==> src/rtl/tsup_pkg.sv <==
// ----------------------------------------------------------------------------
// Transient suppressor package
// Widths, register indexes and shared types of the transient suppressor.
// ----------------------------------------------------------------------------
`default_nettype none

package tsup_pkg;

    localparam int SAMPLE_BITS = 24;
    localparam int DATA_W      = ((SAMPLE_BITS + 7) / 8) * 8;
    localparam int ENV_W       = SAMPLE_BITS + 8;    // Q(SAMPLE_BITS).8 envelope
    localparam int CMP_W       = ENV_W + 20;         // room for fast << 20
    localparam int COEF_W      = 16;
    localparam int GAIN_W      = 17;
    localparam int HOLD_W      = 20;
    localparam int THR_W       = 16;
    localparam int MINLVL_W    = 23;
    localparam int CFG_IDX_W   = 3;
    localparam int CFG_DATA_W  = 23;
    localparam int FRAC_BITS   = 16;

    localparam int MUL_A_W = 17;
    localparam int MUL_B_W = (ENV_W > GAIN_W) ? ENV_W : GAIN_W;
    localparam int MUL_P_W = MUL_A_W + MUL_B_W;

    localparam logic [GAIN_W-1:0]  UNITY_GAIN   = GAIN_W'(65536);
    localparam logic [COEF_W-1:0]  ATTACK_COEFF = COEF_W'(62862);
    localparam logic [THR_W-1:0]   THR_UNITY    = THR_W'(256);
    localparam logic [MUL_P_W-1:0] ROUND_UP     = MUL_P_W'(65535);
    localparam logic [ENV_W-1:0]   SLOW_FLOOR   =
        ENV_W'(((64'd1 << (SAMPLE_BITS - 1)) >> 20) << 8);

    // Register indexes of the configuration port
    localparam logic [CFG_IDX_W-1:0] REG_ENABLE    = 3'd0;
    localparam logic [CFG_IDX_W-1:0] REG_FAST_COEF = 3'd1;
    localparam logic [CFG_IDX_W-1:0] REG_SLOW_COEF = 3'd2;
    localparam logic [CFG_IDX_W-1:0] REG_REL_COEF  = 3'd3;
    localparam logic [CFG_IDX_W-1:0] REG_HOLD      = 3'd4;
    localparam logic [CFG_IDX_W-1:0] REG_THRESHOLD = 3'd5;
    localparam logic [CFG_IDX_W-1:0] REG_MIN_LEVEL = 3'd6;
    localparam logic [CFG_IDX_W-1:0] REG_ATTEN     = 3'd7;

    typedef struct packed {
        logic                  enable;
        logic [COEF_W-1:0]     fast_coeff;
        logic [COEF_W-1:0]     slow_coeff;
        logic [COEF_W-1:0]     release_coeff;
        logic [HOLD_W-1:0]     hold_samples;
        logic [THR_W-1:0]      threshold_ratio;
        logic [MINLVL_W-1:0]   min_level;
        logic [GAIN_W-1:0]     attenuation_gain;
    } cfg_t;

    typedef struct packed {
        logic                  issue;
        logic [MUL_A_W-1:0]    a;
        logic [MUL_B_W-1:0]    b;
    } mul_req_t;

endpackage

`default_nettype wire

==> src/rtl/tsup_mul.sv <==
// ----------------------------------------------------------------------------
// Shared multiplier
// Unsigned 17 x envelope-width multiplier with a registered product.
// ----------------------------------------------------------------------------
`default_nettype none

module tsup_mul (
    input  wire                            aclk,
    input  wire tsup_pkg::mul_req_t        req,
    output logic [tsup_pkg::MUL_P_W-1:0]   prod_reg
);

    logic [tsup_pkg::MUL_P_W-1:0] prod_next;

    assign prod_next = tsup_pkg::MUL_P_W'(req.a) * tsup_pkg::MUL_P_W'(req.b);

    // Hold the product until the sequencer issues the next request.
    always_ff @(posedge aclk) begin
        if (req.issue) begin
            prod_reg <= prod_next;
        end
    end

endmodule

`default_nettype wire

==> src/rtl/tsup_cfg.sv <==
// ----------------------------------------------------------------------------
// Transient suppressor configuration registers
// Holds the eight control registers written through the configuration port.
// ----------------------------------------------------------------------------
`default_nettype none

module tsup_cfg (
    input  wire                               aclk,
    input  wire                               aresetn,
    input  wire                               cfg_valid,
    input  wire  [tsup_pkg::CFG_IDX_W-1:0]    cfg_index,
    input  wire  [tsup_pkg::CFG_DATA_W-1:0]   cfg_data,
    output tsup_pkg::cfg_t                    cfg,
    output logic                              gain_unity
);

    tsup_pkg::cfg_t cfg_reg;
    tsup_pkg::cfg_t cfg_next;

    assign cfg = cfg_reg;

    // Clearing enable snaps the gain back to unity.
    assign gain_unity = cfg_valid && (cfg_index == tsup_pkg::REG_ENABLE) && !cfg_data[0];

    always_comb begin
        cfg_next = cfg_reg;
        if (cfg_valid) begin
            unique case (cfg_index)
                tsup_pkg::REG_ENABLE:    cfg_next.enable = cfg_data[0];
                tsup_pkg::REG_FAST_COEF: cfg_next.fast_coeff = cfg_data[tsup_pkg::COEF_W-1:0];
                tsup_pkg::REG_SLOW_COEF: cfg_next.slow_coeff = cfg_data[tsup_pkg::COEF_W-1:0];
                tsup_pkg::REG_REL_COEF: begin
                    cfg_next.release_coeff = cfg_data[tsup_pkg::COEF_W-1:0];
                end
                tsup_pkg::REG_HOLD:      cfg_next.hold_samples = cfg_data[tsup_pkg::HOLD_W-1:0];
                tsup_pkg::REG_THRESHOLD: begin
                    cfg_next.threshold_ratio = cfg_data[tsup_pkg::THR_W-1:0];
                end
                tsup_pkg::REG_MIN_LEVEL: cfg_next.min_level = cfg_data[tsup_pkg::MINLVL_W-1:0];
                tsup_pkg::REG_ATTEN: begin
                    cfg_next.attenuation_gain = cfg_data[tsup_pkg::GAIN_W-1:0];
                end
            endcase
        end
    end

    always_ff @(posedge aclk) begin
        if (!aresetn) begin
            cfg_reg.enable           <= 1'b1;
            cfg_reg.fast_coeff       <= tsup_pkg::COEF_W'(64185);
            cfg_reg.slow_coeff       <= tsup_pkg::COEF_W'(65522);
            cfg_reg.release_coeff    <= tsup_pkg::COEF_W'(65522);
            cfg_reg.hold_samples     <= '0;
            cfg_reg.threshold_ratio  <= tsup_pkg::THR_W'(1019);
            cfg_reg.min_level        <= tsup_pkg::MINLVL_W'(8389);
            cfg_reg.attenuation_gain <= tsup_pkg::GAIN_W'(16462);
        end else begin
            cfg_reg <= cfg_next;
        end
    end

endmodule

`default_nettype wire

==> src/rtl/tsup_core.sv <==
// ----------------------------------------------------------------------------
// Transient suppressor sequencer and datapath
// Steps one sample through envelopes, trigger, gain and output multiply, or bypasses them.
// ----------------------------------------------------------------------------
`default_nettype none

module tsup_core (
    input  wire                                aclk,
    input  wire                                aresetn,
    input  wire tsup_pkg::cfg_t                cfg,
    input  wire                                gain_unity,
    input  wire                                s_valid,
    output logic                               s_ready,
    input  wire  [tsup_pkg::SAMPLE_BITS-1:0]   s_sample,
    output logic                               m_valid,
    input  wire                                m_ready,
    output logic [tsup_pkg::SAMPLE_BITS-1:0]   m_sample,
    output logic                               m_supp,
    output tsup_pkg::mul_req_t                 mul_req,
    input  wire  [tsup_pkg::MUL_P_W-1:0]       mul_prod
);

    localparam int SB = tsup_pkg::SAMPLE_BITS;

    typedef enum logic [3:0] {
        ST_IDLE,
        ST_FAST_A,
        ST_FAST_B,
        ST_SLOW_A,
        ST_SLOW_B,
        ST_SLOW_SUM,
        ST_RATIO,
        ST_DECIDE,
        ST_GAIN_MUL,
        ST_GAIN_ADD,
        ST_OUT_MUL,
        ST_OUT,
        ST_BYPASS
    } state_t;

    state_t                              state_reg,     state_next;
    logic [SB-1:0]                       sample_reg,    sample_next;
    logic [SB-1:0]                       mag_reg,       mag_next;
    logic                                neg_reg,       neg_next;
    logic [tsup_pkg::MUL_P_W-1:0]        acc_reg,       acc_next;
    logic [tsup_pkg::ENV_W-1:0]          fast_reg,      fast_next;
    logic [tsup_pkg::ENV_W-1:0]          slow_reg,      slow_next;
    logic [tsup_pkg::HOLD_W-1:0]         hold_reg,      hold_next;
    logic [tsup_pkg::GAIN_W-1:0]         gain_reg,      gain_next;
    logic [tsup_pkg::GAIN_W-1:0]         target_reg,    target_next;
    logic                                down_reg,      down_next;
    logic                                supp_reg,      supp_next;
    logic                                out_valid_reg, out_valid_next;
    logic [SB-1:0]                       out_data_reg,  out_data_next;
    logic                                out_supp_reg,  out_supp_next;

    logic [tsup_pkg::ENV_W-1:0]          mag8;
    logic [tsup_pkg::MUL_P_W-1:0]        env_sum;
    logic [tsup_pkg::MUL_P_W-1:0]        step_sum;
    logic [tsup_pkg::GAIN_W-1:0]         step;
    logic [tsup_pkg::GAIN_W-1:0]         atten;
    logic [tsup_pkg::GAIN_W-1:0]         diff;
    logic [tsup_pkg::COEF_W-1:0]         pole;
    logic                                near_zero;
    logic                                ratio_ok;
    logic                                trigger;
    logic [tsup_pkg::HOLD_W-1:0]         hold_load;
    logic [SB-1:0]                       scaled;
    logic                                out_free;

    assign s_ready  = (state_reg == ST_IDLE);
    assign m_valid  = out_valid_reg;
    assign m_sample = out_data_reg;
    assign m_supp   = out_supp_reg;
    assign out_free = !out_valid_reg || m_ready;

    assign mag8     = {mag_reg, 8'b0};
    assign env_sum  = acc_reg + mul_prod;
    assign step_sum = mul_prod + tsup_pkg::ROUND_UP;
    assign step     = step_sum[tsup_pkg::FRAC_BITS +: tsup_pkg::GAIN_W];
    assign scaled   = mul_prod[tsup_pkg::FRAC_BITS +: SB];
    assign atten    = (cfg.attenuation_gain > tsup_pkg::UNITY_GAIN) ?
                      tsup_pkg::UNITY_GAIN : cfg.attenuation_gain;
    assign diff     = (target_reg < gain_reg) ? (gain_reg - target_reg)
                                              : (target_reg - gain_reg);
    assign pole     = (target_reg < gain_reg) ? tsup_pkg::ATTACK_COEFF : cfg.release_coeff;

    // Crest test on the fresh envelopes; the product holds threshold * slow.
    assign near_zero = (slow_reg <= tsup_pkg::SLOW_FLOOR) ||
                       ({fast_reg, 20'b0} <= tsup_pkg::CMP_W'(slow_reg));
    assign ratio_ok  = near_zero ? (cfg.threshold_ratio < tsup_pkg::THR_UNITY)
                                 : (tsup_pkg::MUL_P_W'({fast_reg, 8'b0}) > mul_prod);
    assign trigger   = ratio_ok &&
                       (tsup_pkg::CMP_W'(fast_reg) > tsup_pkg::CMP_W'({cfg.min_level, 8'b0}));
    assign hold_load = trigger ? cfg.hold_samples : hold_reg;

    always_comb begin
        state_next     = state_reg;
        sample_next    = sample_reg;
        mag_next       = mag_reg;
        neg_next       = neg_reg;
        acc_next       = acc_reg;
        fast_next      = fast_reg;
        slow_next      = slow_reg;
        hold_next      = hold_reg;
        gain_next      = gain_reg;
        target_next    = target_reg;
        down_next      = down_reg;
        supp_next      = supp_reg;
        out_valid_next = out_valid_reg;
        out_data_next  = out_data_reg;
        out_supp_next  = out_supp_reg;
        mul_req        = '0;

        if (m_ready) begin
            out_valid_next = 1'b0;
        end
        if (gain_unity) begin
            gain_next = tsup_pkg::UNITY_GAIN;
        end

        unique case (state_reg)
            ST_IDLE: begin
                if (s_valid) begin
                    sample_next = s_sample;
                    neg_next    = s_sample[SB-1];
                    mag_next    = s_sample[SB-1] ? (SB'(0) - s_sample) : s_sample;
                    state_next  = cfg.enable ? ST_FAST_A : ST_BYPASS;
                end
            end
            ST_FAST_A: begin
                mul_req.issue = 1'b1;
                mul_req.a     = tsup_pkg::MUL_A_W'(cfg.fast_coeff);
                mul_req.b     = tsup_pkg::MUL_B_W'(fast_reg);
                state_next    = ST_FAST_B;
            end
            ST_FAST_B: begin
                mul_req.issue = 1'b1;
                mul_req.a     = tsup_pkg::UNITY_GAIN - tsup_pkg::MUL_A_W'(cfg.fast_coeff);
                mul_req.b     = tsup_pkg::MUL_B_W'(mag8);
                acc_next      = mul_prod;
                state_next    = ST_SLOW_A;
            end
            ST_SLOW_A: begin
                mul_req.issue = 1'b1;
                mul_req.a     = tsup_pkg::MUL_A_W'(cfg.slow_coeff);
                mul_req.b     = tsup_pkg::MUL_B_W'(slow_reg);
                fast_next     = env_sum[tsup_pkg::FRAC_BITS +: tsup_pkg::ENV_W];
                state_next    = ST_SLOW_B;
            end
            ST_SLOW_B: begin
                mul_req.issue = 1'b1;
                mul_req.a     = tsup_pkg::UNITY_GAIN - tsup_pkg::MUL_A_W'(cfg.slow_coeff);
                mul_req.b     = tsup_pkg::MUL_B_W'(mag8);
                acc_next      = mul_prod;
                state_next    = ST_SLOW_SUM;
            end
            ST_SLOW_SUM: begin
                slow_next  = env_sum[tsup_pkg::FRAC_BITS +: tsup_pkg::ENV_W];
                state_next = ST_RATIO;
            end
            ST_RATIO: begin
                mul_req.issue = 1'b1;
                mul_req.a     = tsup_pkg::MUL_A_W'(cfg.threshold_ratio);
                mul_req.b     = tsup_pkg::MUL_B_W'(slow_reg);
                state_next    = ST_DECIDE;
            end
            ST_DECIDE: begin
                // Reload on a transient, then count down one per sample.
                if (hold_load != '0) begin
                    hold_next   = hold_load - tsup_pkg::HOLD_W'(1);
                    target_next = atten;
                    supp_next   = 1'b1;
                end else begin
                    hold_next   = hold_load;
                    target_next = tsup_pkg::UNITY_GAIN;
                    supp_next   = 1'b0;
                end
                state_next = ST_GAIN_MUL;
            end
            ST_GAIN_MUL: begin
                mul_req.issue = 1'b1;
                mul_req.a     = tsup_pkg::UNITY_GAIN - tsup_pkg::MUL_A_W'(pole);
                mul_req.b     = tsup_pkg::MUL_B_W'(diff);
                down_next     = (target_reg < gain_reg);
                state_next    = ST_GAIN_ADD;
            end
            ST_GAIN_ADD: begin
                // Rounded-up step never exceeds the distance, so no overshoot.
                gain_next  = down_reg ? (gain_reg - step) : (gain_reg + step);
                state_next = ST_OUT_MUL;
            end
            ST_OUT_MUL: begin
                mul_req.issue = 1'b1;
                mul_req.a     = tsup_pkg::MUL_A_W'(gain_reg);
                mul_req.b     = tsup_pkg::MUL_B_W'(mag_reg);
                state_next    = ST_OUT;
            end
            ST_OUT: begin
                if (out_free) begin
                    out_valid_next = 1'b1;
                    out_data_next  = neg_reg ? (SB'(0) - scaled) : scaled;
                    out_supp_next  = supp_reg;
                    state_next     = ST_IDLE;
                end
            end
            ST_BYPASS: begin
                if (out_free) begin
                    out_valid_next = 1'b1;
                    out_data_next  = sample_reg;
                    out_supp_next  = 1'b0;
                    gain_next      = tsup_pkg::UNITY_GAIN;
                    state_next     = ST_IDLE;
                end
            end
            default: begin
                state_next = ST_IDLE;
            end
        endcase
    end

    always_ff @(posedge aclk) begin
        sample_reg   <= sample_next;
        mag_reg      <= mag_next;
        neg_reg      <= neg_next;
        acc_reg      <= acc_next;
        target_reg   <= target_next;
        down_reg     <= down_next;
        supp_reg     <= supp_next;
        out_data_reg <= out_data_next;
        out_supp_reg <= out_supp_next;
        if (!aresetn) begin
            state_reg     <= ST_IDLE;
            out_valid_reg <= 1'b0;
            fast_reg      <= '0;
            slow_reg      <= '0;
            hold_reg      <= '0;
            gain_reg      <= tsup_pkg::UNITY_GAIN;
        end else begin
            state_reg     <= state_next;
            out_valid_reg <= out_valid_next;
            fast_reg      <= fast_next;
            slow_reg      <= slow_next;
            hold_reg      <= hold_next;
            gain_reg      <= gain_next;
        end
    end

endmodule

`default_nettype wire

==> src/rtl/transient_suppressor.sv <==
// ----------------------------------------------------------------------------
// Transient suppressor
// Crest-factor transient suppressor for signed audio samples.
// ----------------------------------------------------------------------------
// The block takes one signed sample per request on the s_ stream and returns
// one sample per request on the m_ stream, scaled by a smoothed gain. A fast
// and a slow envelope of the magnitude are tracked; when the fast envelope is
// above min_level and fast/slow is above threshold_ratio, a hold counter is
// reloaded and the gain glides toward attenuation_gain, otherwise toward unity
// (attack pole fixed, release pole programmable). m_tuser flags samples taken
// while the hold counter ran. An enabled sample is processed between one
// acceptance and the next by one 17-bit by envelope-width multiplier that
// the sequencer reuses seven times per sample; a bypassed sample (enable low)
// skips the multiplier. A finished result waits in the output register, so
// the next request is accepted while the previous one is still pending; the
// sequencer only stalls on its last step if that register is still full.
// Write configuration only while the block is idle.
// ----------------------------------------------------------------------------
`default_nettype none

module transient_suppressor (
    input  wire                                aclk,
    input  wire                                aresetn,
    // Input request: tdata = sample_in (signed) from bit 0
    input  wire                                s_tvalid,
    output logic                               s_tready,
    input  wire  [tsup_pkg::DATA_W-1:0]        s_tdata,
    // Result request: tdata = sample_out (signed) from bit 0
    output logic                               m_tvalid,
    input  wire                                m_tready,
    output logic [tsup_pkg::DATA_W-1:0]        m_tdata,
    // tuser = suppressing
    output logic                               m_tuser,
    // Configuration write channel
    input  wire                                cfg_valid,
    output logic                               cfg_ready,
    input  wire  [tsup_pkg::CFG_IDX_W-1:0]     cfg_index,
    input  wire  [tsup_pkg::CFG_DATA_W-1:0]    cfg_data
);

    tsup_pkg::cfg_t                        cfg;
    tsup_pkg::mul_req_t                    mul_req;
    logic [tsup_pkg::MUL_P_W-1:0]          mul_prod;
    logic                                  gain_unity;
    logic [tsup_pkg::SAMPLE_BITS-1:0]      out_sample;

    // Registers accept a write on every cycle.
    assign cfg_ready = 1'b1;

    // Zero-fill the result up to whole bytes.
    assign m_tdata = tsup_pkg::DATA_W'(out_sample);

    tsup_cfg u_cfg (
        .aclk       (aclk),
        .aresetn    (aresetn),
        .cfg_valid  (cfg_valid),
        .cfg_index  (cfg_index),
        .cfg_data   (cfg_data),
        .cfg        (cfg),
        .gain_unity (gain_unity)
    );

    tsup_mul u_mul (
        .aclk     (aclk),
        .req      (mul_req),
        .prod_reg (mul_prod)
    );

    tsup_core u_core (
        .aclk       (aclk),
        .aresetn    (aresetn),
        .cfg        (cfg),
        .gain_unity (gain_unity),
        .s_valid    (s_tvalid),
        .s_ready    (s_tready),
        .s_sample   (s_tdata[tsup_pkg::SAMPLE_BITS-1:0]),
        .m_valid    (m_tvalid),
        .m_ready    (m_tready),
        .m_sample   (out_sample),
        .m_supp     (m_tuser),
        .mul_req    (mul_req),
        .mul_prod   (mul_prod)
    );

endmodule

`default_nettype wire

==> config.mk <==
export PLATFORM = sky130hd
export DESIGN_NAME = transient_suppressor
export DESIGN_NICKNAME = d
export VERILOG_FILES = /design/src/rtl/tsup_pkg.sv /design/src/rtl/tsup_mul.sv /design/src/rtl/tsup_cfg.sv /design/src/rtl/tsup_core.sv /design/src/rtl/transient_suppressor.sv
export SDC_FILE = /design/constraint.sdc
export NUM_CORES = 2
export LEC_CHECK = 0
export BUFFER_PORTS_ARGS = -buffer_cell sky130_fd_sc_hd__buf_4
export CORE_UTILIZATION = 40
export CTS_CLUSTER_SIZE = 20
export DETAILED_ROUTE_END_ITERATION = 10
export SETUP_SLACK_MARGIN = 0.3
export SLEW_MARGIN = 40
export SYNTH_ARGS = -nofsm -noshare
export SYNTH_HDL_FRONTEND = slang
export SYNTH_SLANG_ARGS = --single-unit
==> constraint.sdc <==
create_clock -name aclk -period 14.04 [get_ports aclk]
set_clock_uncertainty 0.2 [all_clocks]
set_input_delay 2.106 -clock aclk [delete_from_list [all_inputs] [get_ports aclk]]
set_output_delay 2.106 -clock aclk [all_outputs]
set_load 0.005 [all_outputs]
==> metrics.md <==
| Metric | Value |
|---|---|
| Synth async-reset ratio | 0% |
| Vias | 35300 |
| Distinct cells, synth | 108 |
| Post-CTS Hold Buffers | 0 |
| Area delta synth->final | 8.80% |
| Tmin final | 11.57 ns |
| DRT Pass-1 Iters | 9 |
| IO Port Bufs | 81 |
| Max reg flops | 125 |
| Initial antenna violation count | 4 |
| FMAX | 86.4 MHz |
| GRT overflow | 0 |
| Global-route wire length before repair | 218 mm |
| Commonest cells in the synthesized netlist | nand2_1 (928), inv_1 (709), fa_1 (452), ha_1 (291), a21oi_1 (264) |
| Storage element area | ~10000 um2 |
| Most common flop cell mapped by yosys | dfxtp_1 |
| DR iter-0 viols | approximately 3300 |
| Max FO, Critical Path | 22 |
| Synth warnings | 0 |
| Number of synthesized flops with an enable pin | 188 |
| Vias per cell | approximately 5.6 |
| DP Area | 44300 um2 |
| Worst EP arrival | between 10 and 15 ns |
| Reg clk slew, reported paths | 0.06 ns |
| GRT Util Overall | 26.8% |
| #FFs+latches synth | around 420 |
| Syn nets | 5695 |
| Routed WL per cell | 22.7 um |
| Type of destination of the critical path | flip-flop |
| Register area share after synthesis | approximately a quarter |
| Post-CTS setup buffer count | 0 |
| Layout cells sized above 1 | 6.96% |
| Mapped Avg Cell Area | between 8 and 9 um2 |
| Global placer's final weighted congestion | 0.971 |
| Vias in the first global route | 34800 |
| WHS | 0.263 ns |
| Worst path required time | 14.18 ns |
| Status | finished, final reports clean |
| Hold path depth | 2 |
| Core footprint | 104000 um2 |
| Routed wire length | 143 mm |
| Final Hold Viols | 0 |
| Crit share post-route | 82.4% |
| Final ANT Viol Nets | 0 |
| Initial Util | between 40 and 50% |
| Max VDD drop | 93.2 uV |
| Fin nets | 5680 |
| Setup Slack @ Placement | around 2.5 ns |
| Sink Count | 419 |
| Synthesized area | 42200 um2 |
| CTS buffer count | 47 |
| Max-slew headroom | 40.3% |
| Setup CP Type | flip-flop to flip-flop |
| Pwr Total | 4.92 mW |
| Most frequent cell after synthesis | nand2_1 |
| Max-cap violations | 0 |
| DPL Wire Length | 110 mm |
| Drc violations | 0 |
| Diodes inserted | 0 |
| RSZ-0062 raised after global routing | false |
| Post-route design area | 45900 um2 |
| # fillers | 10300 |
| Worst slew pin tran | 0.895 ns |
| Worst-Skew Late Latency | ~0.63 ns |
| Synth top area cells | fa_1 (21%), edfxtp_1 (13%), dfxtp_1 (11%) |
| Area leader, netlist | fa_1 |
| Static leakage | 20.6 nW |
| Final Slew Violations | 0 |
| CTS Buffer Depth | 3 |
| Slowest stage delay, CP | 0.61 ns |
| Path type of the worst min-delay path | flip-flop to flip-flop |
| CTS tree | done |
| Setup violators final | 0 |
| Num ports | 83 |
| Die width | 327 um |
| Largest net degree at the start of global routing | 73 |
| R2r worst-path depth | 38 |
| Multi-input logic area | 28500 um2 |
| Slowest CP cell | inv_1 |
| Core Rows | 118 |
| TNS Setup | 0 ns |
| PostCTS Resize Cnt | 0 |
| Cells after synthesis | slightly below 5000 |
| H-tree lvl count | 2 |
| Die area | 107000 um2 |
| Final setup margin | ~2.5 ns |
| Startpoint types | flip-flop |
| Area share of the leading cell type in the synthesized netlist | 21.4% |
| PwrDens | 107 nW/um2 |
| Clk Tree Root Cell | clkbuf_16 |
| Die Y | 327 um |
## final cells by class
type | count | share of cell area, %
multi-input cells | 3543 | 62.0
clock buffers | 59 | 2.84
inverters | 714 | 5.85
well taps | 1380 | 3.76
repair buffers | 157 | 2.58
flip-flops and latches | 419 | 22.4
clock inverters | 25 | 0.570
## critical path: cells and delay by family, from the launching register on
family          cells  cell delay [ns]
buf+inv             7             1.23
compound gates     12             3.26
flops               1             0.50
simple gates        9             2.12
fa+ha+maj           8             3.72
xor+xnor            2             0.21
## layer usage
layer	vias to the layer above	global-route usage, %	routed length, um
li1	16100	-	-
met1	17500	36.2	60000
met2	1396	43.7	66600
met3	285	3.86	10600
met4	2	9.88	5850
met5	-	0	19
## logic make-up after synthesis
family | count (synthesis) | share of synthesized area (%)
AND/OR/NAND/NOR | 1689 | 18.4
buffers and inverters | 935 | 8.55
AO/OA/AOI/OAI | 883 | 13.8
adder cells (fa/ha/maj) | 744 | 30.1
flip-flops | 419 | 24.3
XOR/XNOR | 189 | 3.92
multiplexers | 37 | 0.934
other | 1 | 0.00889
## cell usage in the layout (no fill, tap or decap), types with 154 or more instances in the layout
| cell type | netlist | routed |
|---|---|---|
| buf_4 | 5 | 155 |
| edfxtp_1 | 188 | 188 |
| fa_1 | 452 | 452 |
| o21ai_0 | 155 | 154 |
| nor2_1 | 197 | 186 |
| inv_1 | 709 | 708 |
| nand2_1 | 928 | 927 |
| a21oi_1 | 264 | 263 |
| dfxtp_1 | 231 | 231 |
| ha_1 | 291 | 291 |
## worst paths after layout
check,from,end,slack [ns]
max,u_core.state_reg[0],u_mul.prod_reg[48],2.47
min reg2reg,u_cfg.cfg[26],u_cfg.cfg[26],0.26
max reg2reg,u_core.state_reg[0],u_mul.prod_reg[48],2.47
min,u_cfg.cfg[26],u_cfg.cfg[26],0.26
## power breakdown
group | internal [mW] | switching [mW]
logic | 0.698 | 1.33
registers | 1.43 | 0.174
clock network | 0.722 | 0.565
## metrics by stage
stage	util [%]	std cells
floorplan	-	4897
global placement	42.5	6211
detailed placement	42.6	6213
CTS	44.1	6297
global route	44.1	6297
finish	44.1	6297
(Power assumes the default switching activity.)
